--- src/hw/rtl/sarf_pkg.sv ---
// ----------------------------------------------------------------------------
// sarf_pkg
// Shared types and constants for the signed ALU with register file.
// ----------------------------------------------------------------------------
`default_nettype none
package sarf_pkg;
   localparam int NumRegs   = 16;
   localparam int DataWidth = 64;
   localparam int RegIdxW   = 4;
   localparam int CntW      = 7;

   typedef enum logic [3:0] {
      OP_LOAD = 4'd0, OP_ADD = 4'd1, OP_SUB = 4'd2, OP_MUL = 4'd3,
      OP_DIV = 4'd4, OP_MOD = 4'd5, OP_FMA = 4'd6, OP_SQRT = 4'd7,
      OP_LOG10 = 4'd8, OP_AND = 4'd9, OP_OR = 4'd10, OP_XOR = 4'd11
   } op_type;

   typedef enum logic [3:0] {
      ST_IDLE, ST_READ, ST_MUL0, ST_MUL1, ST_MUL2, ST_DIV, ST_SQRT, ST_LOG,
      ST_WRITE, ST_FETCH, ST_OUT
   } state_type;

   typedef struct packed {
      logic start;
      logic mul_step;
      logic div_step;
      logic sqrt_step;
      logic log_step;
      logic write;
      logic fetch;
   } cmd_type;

   typedef struct packed {
      logic [3:0] op;
      logic       iter_done;
      logic       fetched;
      logic       clearing;
   } status_type;

   typedef struct packed {
      logic [3:0]  req_type;
      logic [3:0]  dest_reg;
      logic [3:0]  src_a_reg;
      logic [3:0]  src_b_reg;
      logic [63:0] load_value;
   } req_type_t_type;

   typedef struct packed {
      logic [63:0] result_value;
      logic        zero_flag;
      logic        second_flag;
      logic        domain_error;
   } rsp_payload_type;
endpackage
`default_nettype wire

--- src/hw/rtl/sarf_ctrl.sv ---
// ----------------------------------------------------------------------------
// sarf_ctrl
// Sequencer: steps the datapath through read, execute, write and fetch.
// ----------------------------------------------------------------------------
`default_nettype none
module sarf_ctrl import sarf_pkg::*; (
   input  wire logic       clock,
   input  wire logic       reset,
   input  wire logic       req_valid,
   output logic            req_ready,
   output logic            rsp_valid,
   input  wire logic       rsp_ready,
   input  wire status_type status,
   output cmd_type         cmd
);
   state_type state_ff, state_in;

   always_ff @(posedge clock) begin
      if (reset) state_ff <= ST_IDLE;
      else       state_ff <= state_in;
   end

   always_comb begin
      state_in = state_ff;
      case (state_ff)
         ST_IDLE: if (req_valid && !status.clearing) state_in = ST_READ;
         ST_READ: begin
            case (op_type'(status.op))
               OP_MUL, OP_FMA:   state_in = ST_MUL0;
               OP_DIV, OP_MOD:   state_in = ST_DIV;
               OP_SQRT:          state_in = ST_SQRT;
               OP_LOG10:         state_in = ST_LOG;
               default:          state_in = ST_WRITE;
            endcase
         end
         ST_MUL0: state_in = ST_MUL1;
         ST_MUL1: state_in = ST_MUL2;
         ST_MUL2: state_in = ST_WRITE;
         ST_DIV:  if (status.iter_done) state_in = ST_WRITE;
         ST_SQRT: if (status.iter_done) state_in = ST_WRITE;
         ST_LOG:  if (status.iter_done) state_in = ST_WRITE;
         ST_WRITE: state_in = ST_FETCH;
         ST_FETCH: if (status.fetched) state_in = ST_OUT;
         ST_OUT:  if (rsp_ready) state_in = ST_IDLE;
         default: state_in = ST_IDLE;
      endcase
   end

   always_comb begin
      cmd = '0;
      req_ready = 1'b0;
      rsp_valid = 1'b0;
      case (state_ff)
         ST_IDLE: begin
            req_ready = !status.clearing;
            cmd.start = req_valid & !status.clearing;
         end
         ST_MUL0, ST_MUL1, ST_MUL2: cmd.mul_step = 1'b1;
         ST_DIV:   cmd.div_step = 1'b1;
         ST_SQRT:  cmd.sqrt_step = 1'b1;
         ST_LOG:   cmd.log_step = 1'b1;
         ST_WRITE: cmd.write = 1'b1;
         ST_FETCH: cmd.fetch = 1'b1;
         ST_OUT:   rsp_valid = 1'b1;
         default: ;
      endcase
   end
endmodule
`default_nettype wire

--- config.mk ---
export PLATFORM = sky130hd
export DESIGN_NAME = sarf_ctrl
export DESIGN_NICKNAME = d
export VERILOG_FILES = /design/src/hw/rtl/sarf_pkg.sv /design/src/hw/rtl/sarf_ctrl.sv
export SDC_FILE = /design/constraint.sdc
export NUM_CORES = 1
export LEC_CHECK = 0
export ABC_AREA = 1
export BUFFER_PORTS_ARGS = -buffer_cell sky130_fd_sc_hd__buf_2
export CAP_MARGIN = 5
export CORE_AREA = 2 2 39 41
export CTS_CLUSTER_SIZE = 25
export DETAILED_ROUTE_END_ITERATION = 16
export DIE_AREA = 0 0 41 43
export GPL_TIMING_DRIVEN = 0
export HOLD_SLACK_MARGIN = 0.1
export PLACE_DENSITY = 0.71
export SYNTH_ARGS = -nofsm -noshare
export SYNTH_HDL_FRONTEND = slang
export SYNTH_SLANG_ARGS = --single-unit
--- constraint.sdc ---
create_clock -name clock -period 2.81 [get_ports clock]
set_clock_uncertainty 0.1 [all_clocks]
set_input_delay 0 -clock clock [delete_from_list [all_inputs] [get_ports clock]]
set_output_delay 0 -clock clock [all_outputs]
set_load 0.01 [all_outputs]
# [Word-level counts from Yosys, hierarchy flattened]
# Index checks and enable logic that the tools add are counted.
[totals] ff_bits=4 wordCells=45 inputBits=11 output_inout_bits=9
[op_classes] eq_ne=20 reduce_logical=8 muxes=15 bitwise=1
[ops] op="4-bit one-hot mux with 9 select lines" n=1
[ops] op="4-bit by 3-bit == test with 1-bit output, second input constant" n=8
[ops] op="4-bit == test, second input constant" n=4
[ops] op="4-bit 2-to-1 mux" n=4
[ops] op="4-bit one-hot mux with 4 select lines" n=1
[ops] op="4-bit by 2-bit == test with 1-bit output, second input constant" n=3
[ops] op="1-bit 2-to-1 mux" n=9
[ops] op="2-bit != test, second input constant" n=3
[ops] op="3-bit OR reduction" n=2
[ops] op="4-bit by 1-bit == test with 1-bit output, second input constant" n=1
[ops] op="4-bit logical NOT" n=1
[ops] op="4-bit AND reduction" n=1
[ops] op="2-bit OR reduction" n=2
[ops] op="2-bit by 1-bit != test with 1-bit output, second input constant" n=1
[ops] op="1-bit bitwise AND" n=1
[ops] op="1-bit logical AND" n=1
[ops] op="1-bit logical NOT" n=1

# [Longest topological paths before layout]
# Gate-level depths: netlist of run 1.
[logic_depth] ltp_word=4 mapped_depth=8 mapped_depth_nobuf=8

# [Worst setup path after synthesis of run 1]
# OpenSTA, ideal clock, no wires.
[synth_timing] path_type="flip-flop to flip-flop" startpoint="register state_ff[0]" endpoint="register state_ff[1]" t_required_ns=2.644 path_buffers=0 path_stages_with_launch=7 setup_ns=0.066 arrival_time_ns=1.020 path_slack_ns=1.624 synth_period_minus_slack_ns=1.186 path_cell_list="dfxtp_1 > nand2_2 > nor2_1 > nor2_1 > nand2_1 > nand2_2 > a21oi_2"
[synth_between] elab_chain_cells=4 elab_cells_between_ends=18 cone_classes="eq/ne: 14; mux: 1; reduce/logical: 3"
[synth_rtl] element="start, declared" line="sarf_ctrl.sv:16" source="state_type state_ff, state_in;"
[synth_rtl] element="start signal, assigned" line="sarf_ctrl.sv:20" source="else state_ff <= state_in;"
[synth_rtl] element="4-bit by 3-bit == test with 1-bit output" line="sarf_ctrl.sv:25" source="case (state_ff)"
[synth_rtl] element="3-bit OR reduction (no line)"
[synth_rtl] element="2-bit by 1-bit != test with 1-bit output (no line)"
[synth_rtl] element="4-bit AND reduction (no line)"
# Several ways; a longest one is shown, not always the timed one.
# A chain may end at the register's enable or synchronous reset.

# [Final worst setup path of run 1]
[layout_timing] startpoint="register state_ff[1]" endpoint="register state_ff[1]"
# The elaborated chain is that of the path after synthesis.

==> results.md, run 1 <==
- Worst EP required: approximately 2.9 ns
- CP delay by family, top: simple AND/OR/NAND/NOR gates
- Cells after synthesis: slightly above 80
- Ys Warns: 0
- Worst path most repeated cell: sky130_fd_sc_hd__nand2_2
- Final setup violating endpoints: 0
- Cell area after synthesis: between 400 and 500 µm²
- Max frequency: between 700 and 800 MHz
- Clock tree from TritonCTS: done
- Slew at the pin closest to its max-slew limit: 0.270 ns
- Net switching power of the design: approximately 230 µW
- Power per cell area: approximately 780 nW/µm²
- Cell taking the most area after synthesis: sky130_fd_sc_hd__nor2_1
- Setup_tns: 0 ns
- Mean routed wirelength per cell: 8.62 µm
- Number of synthesized register bits: 4
- Sequential share of the synthesized area: 0.178
- Worst setup path class: reg -> reg
- Global-route wire length before repair: roughly 1.7 mm
- Layout Area Growth over Synthesis: 32.8%
- Run status: finished, final reports clean
- Number of rows created at floorplan: 14
- Leak Pwr: 0.000353 µW
- DRC viols: 0
- Switching Fraction: 0.501
- Ys async rst share: 0
- First-pass iteration count of the detailed router: 4
- Crit path capture type: flip-flop
- Headroom to the max-slew limit: 0.819
- Number of inserted diodes: 0
- Sink Count: 4
- RSZ-0062 raised after global routing: false
- Count of non-filler cells in the finished layout: between 100 and 150
- Initial core utilization: 0.325
- Clock slew seen by the registers of the worst setup and hold paths: 0.04 ns
- Syn Nets: 94
- Iteration-0 DRC Markers: 4
- Cell with the largest stage delay on the worst path: sky130_fd_sc_hd__dfxtp_1
- Critical path fanouts, max: 6
- Fin Hold WS: 0.117 ns
- Crit path launch type: flip-flop
- Die Ht: about 43 µm
- Clock buffer count from CTS: 3
- Insertion delay to the later sink of the worst-skew pair: ~0.23 ns
- Number of distinct standard cells referenced by the synthesized netlist: 18
- Antenna Violating Nets Remaining: 0
- Placed instance count: around 120
- Max-cap violations: 0
- Relative contribution of sequential cells to total power: 0.217
- CP bufs+invs: 1
- Data arrival time of the critical path: 1.36 ns
- Pin count of the biggest net entering global routing: 8
- Commonest cells in the netlist: 22 x sky130_fd_sc_hd__nor2_1, 17 x sky130_fd_sc_hd__nand2_1, 11 x sky130_fd_sc_hd__inv_1
- Die area: 1760 µm²
- Count of pins over their slew limit: 0
- Top cell type's share of synthesized area: 0.183
- Ratio of final minimum period to clock period: 0.460
- Synthesized area per cell: 5.43 µm²
- X dimension of the die: 41 µm
- Via count of the first global-routing pass: 471
- Clock root cell: sky130_fd_sc_hd__clkbuf_4
- Most area-consuming cells after synthesis: sky130_fd_sc_hd__nor2_1 18%, sky130_fd_sc_hd__dfxtp_1 18%, sky130_fd_sc_hd__nand2_1 14%, sky130_fd_sc_hd__inv_1 9.2%, sky130_fd_sc_hd__nand2_2 6.9%
- Largest register by flop count: state_ff
- Combinational power share: 0.632
- Hold Path Class: in -> reg
- Sum of overflow across all layers after global routing: 0
- Initial antenna violation count: 0
- Largest registers: state_ff: 4 flops
- Fill cell count: 156
- Clock buffer depth: 2
- Post-layout net count: between 100 and 150
- # port buffers: 19
- Total count of hold-check failures in the final report: 0
- I/O pins: 20
- Number of synthesized flops with an enable pin: 0
- Post-cts repair resize count: 0
- Vias per cell: 4.61
- H-tree levels: 1
- Most used flip-flop cell after synthesis: sky130_fd_sc_hd__dfxtp_1
- Minimum clock period: between 1 and 1.5 ns
- Critical-path cell list: inv_2 -> nand2_2 -> nand3_2 -> nand2_4 -> nor2_4 -> nand2_2 -> a21oi_2
- Peak supply drop: 0.000457 V
- Number of flip-flops under the largest register name: 4
- RePlAce Congestion: 0.869
- Most repeated cell in the gate-level netlist after synthesis: sky130_fd_sc_hd__nor2_1
- Overall routing resource usage: 0.133
- Total detailed-routing wirelength: ~1.1 mm
- Part of the total power dissipated in the clock network: 0.151
- Internal power: 232 µW
- Routed vias: 563
- Critical path's largest stage delay: about 0.37 ns
- Floorplan Core Area: 1380 µm²
- Share of layout cells above drive strength 1: 0.368
- HPWL reported at the end of detailed placement: around 880 µm
==> tightest hold or removal path: cells and delay by family <==
| kind | cells | cell delay [ns] |
|---|---|---|
| AND/OR/NAND/NOR | 3 | 0.26 |
| buffers and inverters | 3 | 0.14 |
==> path summary, 6_finish.rpt <==
check	startpoint	slack [ns]	cells past startpoint	end
worst max register to register	state_ff[1]	1.52	7	state_ff[1]
worst min-delay path	status[2]	0.12	6	state_ff[2]
worst min register to register	state_ff[1]	0.50	2	state_ff[1]
worst max-delay path	state_ff[1]	1.52	7	state_ff[1]
==> per-stage QoR <==
stage	area [µm²]	total power, µW	worst slack [ns]	util
5_1_grt	598	508	1.38	0.432
3_3_place_gp	566	388	1.55	0.409
6_report	598	464	1.52	0.432
3_5_place_dp	566	393	1.54	0.409
4_1_cts	598	464	1.53	0.432
2_1_floorplan	450	325	1.62	-
==> cell type report <==
cell class,count,area [µm²],area share
clock buffer,3,22.5,0.0377
multi-input combinational,64,314,0.525
sequential,4,80.1,0.134
tap,16,20.0,0.0335
timing repair buffer,20,105,0.176
inverter,15,56.3,0.0941
==> cells in the final DEF (no fill, tap or decap), drive strengths merged <==
| cell | synthesis | layout |
|---|---|---|
| o21ai | 3 | 3 |
| clkbuf | 0 | 3 |
| o22ai | 1 | 1 |
| a21oi | 3 | 3 |
| buf | 0 | 19 |
| nand3b | 1 | 1 |
| nand3 | 7 | 7 |
| nor3 | 1 | 1 |
| nand2 | 23 | 23 |
| dfxtp | 4 | 4 |
| dlygate4sd3 | 0 | 1 |
| inv | 15 | 15 |
| nor2 | 25 | 25 |
==> routing by layer <==
metal / GRT usage / routed length [µm] / vias to the layer above
met5: 0 / 0 / -
li1: - / - / 298
met1: 0.158 / 474 / 248
met3: 0 / 46 / 2
met2: 0.241 / 516 / 15
met4: 0.0400 / 14 / 0
==> cells by family (layout without fill, tap and decap cells) <==
group                  after synthesis  after routing  share of synthesized area
buffers and inverters               15             38                      0.125
AO/OA/AOI/OAI                        7              7                     0.0972
AND/OR/NAND/NOR                     57             57                      0.600
flip-flops                           4              4                      0.178
==> power by group through the flow <==
stage	logic, µW	clock network, µW	registers [µW]
global placement	287	0	101
global route	335	70.7	103
finish	293	70.0	101
detailed placement	292	0	101
floorplan	230	0	94.3
CTS	295	69.4	99.5
==> timing repair <==
| item | in CTS | in global routing |
|---|---|---|
| hold buffers | 1 | 0 |
| hold endpoints to repair | 4 | 0 |
| buffers inserted | 0 | 0 |
(Power assumes the default switching activity.)
==> run 2, diff against run 1 <==
- clock period: 2.81 -> 1.3 ns (I/O delays scaled with it)
==> run 2 against run 1 <==
Utilization grew 1.4 points. Flip-flop and latch count did not move. Worst setup slack worse by 1.4 ns. Critical path depth shrank 2. Highest routed layer unchanged. Routed wire length grew 1.8%. Largest power group unchanged. Non-clock buffer count unchanged. Total power grew 130%. Combinational power grew 130%. Cell area rose by 3.3%. Sequential share of layout area up 0.38 points. Critical endpoint is now cmd[2].
==> results.md, run 2 (same netlist as run 1, synthesis figures left out) <==
- Crit path capture type: output pin
- Final core utilization: 0.447
- # port buffers: 19
- H-tree levels: 1
- Share of layout cells above drive strength 1: 0.425
- Overall routing resource usage: 0.133
- Clock buffer count from CTS: 3
- Setup bufs post-CTS: 0
- RSZ-0062 raised after global routing: true
- RePlAce Congestion: 0.869
- Worst R2R Start: state_ff[1]
- Number of rows created at floorplan: 14
- Pre-CTS setup slack: 0.0317 ns
- Slew at the pin closest to its max-slew limit: 0.173 ns
- I/O pins: 20
- Clock root cell: sky130_fd_sc_hd__clkbuf_4
- Layout Area Growth over Synthesis: 37.2%
- Cell depth of the worst flop-to-flop path: 7
- Iteration-0 DRC Markers: 5
- Die area: ~1800 µm²
- Final setup violating endpoints: 0
- Antenna Violating Nets Remaining: 0
- Clock slew seen by the registers of the worst setup and hold paths: 0.03 ns
- Setup_tns: 0 ns
- Number of flip-flops under the largest register name: 4
- Die Ht: 43 µm
- Number of inserted diodes: 0
- Leak Pwr: 0.000358 µW
- Pin count of the biggest net entering global routing: 8
- Via count of the first global-routing pass: roughly 470
- Mean routed wirelength per cell: approximately 9 µm
- Critical path fanouts, max: 5
- Fin Hold WS: 0.110 ns
- Power per cell area: 1690 nW/µm²
- Minimum clock period: 1.23 ns
- Post-layout net count: 119
- Peak supply drop: around 0.0010 V
- Run status: finished, final reports clean
- Sum of overflow across all layers after global routing: 0
- Clock buffer depth: 2
- Endpoint with the worst hold slack: state_ff[2]
- Worst setup path class: reg -> out
- Global-route wire length before repair: 1.68 mm
- Vias per cell: ~4.7
- Ratio of final minimum period to clock period: 0.942
- Crit path launch type: flip-flop
- HPWL reported at the end of detailed placement: 879 µm
- Sink Count: 4
- Worst EP required: 1.20 ns
- First-pass iteration count of the detailed router: 4
- Placed instance count: 118
- Min setup slack post-route: between 0.07 and 0.08 ns
- Max frequency: 816 MHz
- Largest registers: state_ff: 4 flops
- Count of non-filler cells in the finished layout: 122
- Total count of hold-check failures in the final report: 0
- Clock tree from TritonCTS: done
- Largest register by flop count: state_ff
- Insertion delay to the later sink of the worst-skew pair: between 0.2 and 0.25 ns
- Routed vias: between 500 and 600
- Hold Path Class: in -> reg
- FF-to-FF End: state_ff[1]
- Initial core utilization: 0.325
- HP Start: status[2]
- Most common cell after layout, fill and taps aside: sky130_fd_sc_hd__nor2_1
- Commonest non-fill, non-tap cells in the layout: 21 x sky130_fd_sc_hd__nor2_1, 19 x sky130_fd_sc_hd__buf_2, 17 x sky130_fd_sc_hd__nand2_1, 10 x sky130_fd_sc_hd__inv_1
- Total detailed-routing wirelength: 1.07 mm
- DRC viols: 0
- Data arrival time of the critical path: 1.13 ns
- Headroom to the max-slew limit: 0.884
- Hold-critical path depth: 6
- Count of pins over their slew limit: 0
- Floorplan Core Area: 1380 µm²
- Fill cell count: 153
- X dimension of the die: 41 µm
- Initial antenna violation count: 0
- Max-cap violations: 0
- Setup slack on the worst flop-to-flop path: ~0.080 ns
## run 2: area by class of cell
type	count	area [µm²]	area share
well taps	16	20.0	0.0324
clock buffers	3	22.5	0.0364
repair buffers	20	105	0.170
inverters	15	58.8	0.0951
flip-flops and latches	4	85.1	0.138
multi-input cells	64	327	0.528
## run 2: worst max-delay path by stage
stage | from | slack, ns | endpoint | depth (start not counted)
after global routing | state_ff[2] | -0.02 | cmd[2] | 5
after CTS | state_ff[2] | 0.02 | cmd[2] | 5
after detailed placement | state_ff[0] | 0.03 | state_ff[0] | 7
after global placement | state_ff[0] | 0.04 | state_ff[0] | 7
final | state_ff[2] | 0.07 | cmd[2] | 5
after floorplan | state_ff[0] | 0.11 | state_ff[1] | 6
## run 2: power breakdown
group / internal (µW) / switching (µW) / leakage [µW]
clock: 103 / 49.1 / 0.0000138
sequential: 168 / 67.7 / 0.0000344
combinational: 252 / 408 / 0.000310
## run 2: timing repair
item,in CTS,in global routing
gates resized for setup,0,9
hold buffers,1,0
hold endpoints to repair,4,0
setup endpoints to repair,0,8
## run 2: through the flow
stage | instance area (µm²) | total power [µW]
detailed placement | 566 | 849
CTS | 598 | 1000
floorplan | 450 | 702
finish | 618 | 1050
global route | 618 | 1140
global placement | 566 | 838
## run 2: metal layers
| metal | vias to the layer above | part of all wire | routed length (µm) | GRT usage |
|---|---|---|---|---|
| met5 | - | 0 | 0 | 0 |
| met4 | 0 | 0.010 | 11 | 0.0400 |
| met3 | 2 | 0.035 | 38 | 0 |
| met2 | 15 | 0.50 | 533 | 0.241 |
| met1 | 252 | 0.45 | 487 | 0.158 |
| li1 | 299 | - | - | - |
## run 2: worst max-delay path, stage by stage, from the launching register on
cell and delay [ns]:
sky130_fd_sc_hd__dfxtp_2 0.35, sky130_fd_sc_hd__inv_1 0.07, sky130_fd_sc_hd__nor2_2 0.13, sky130_fd_sc_hd__inv_2 0.07, sky130_fd_sc_hd__nor3_1 0.12, sky130_fd_sc_hd__buf_2 0.15
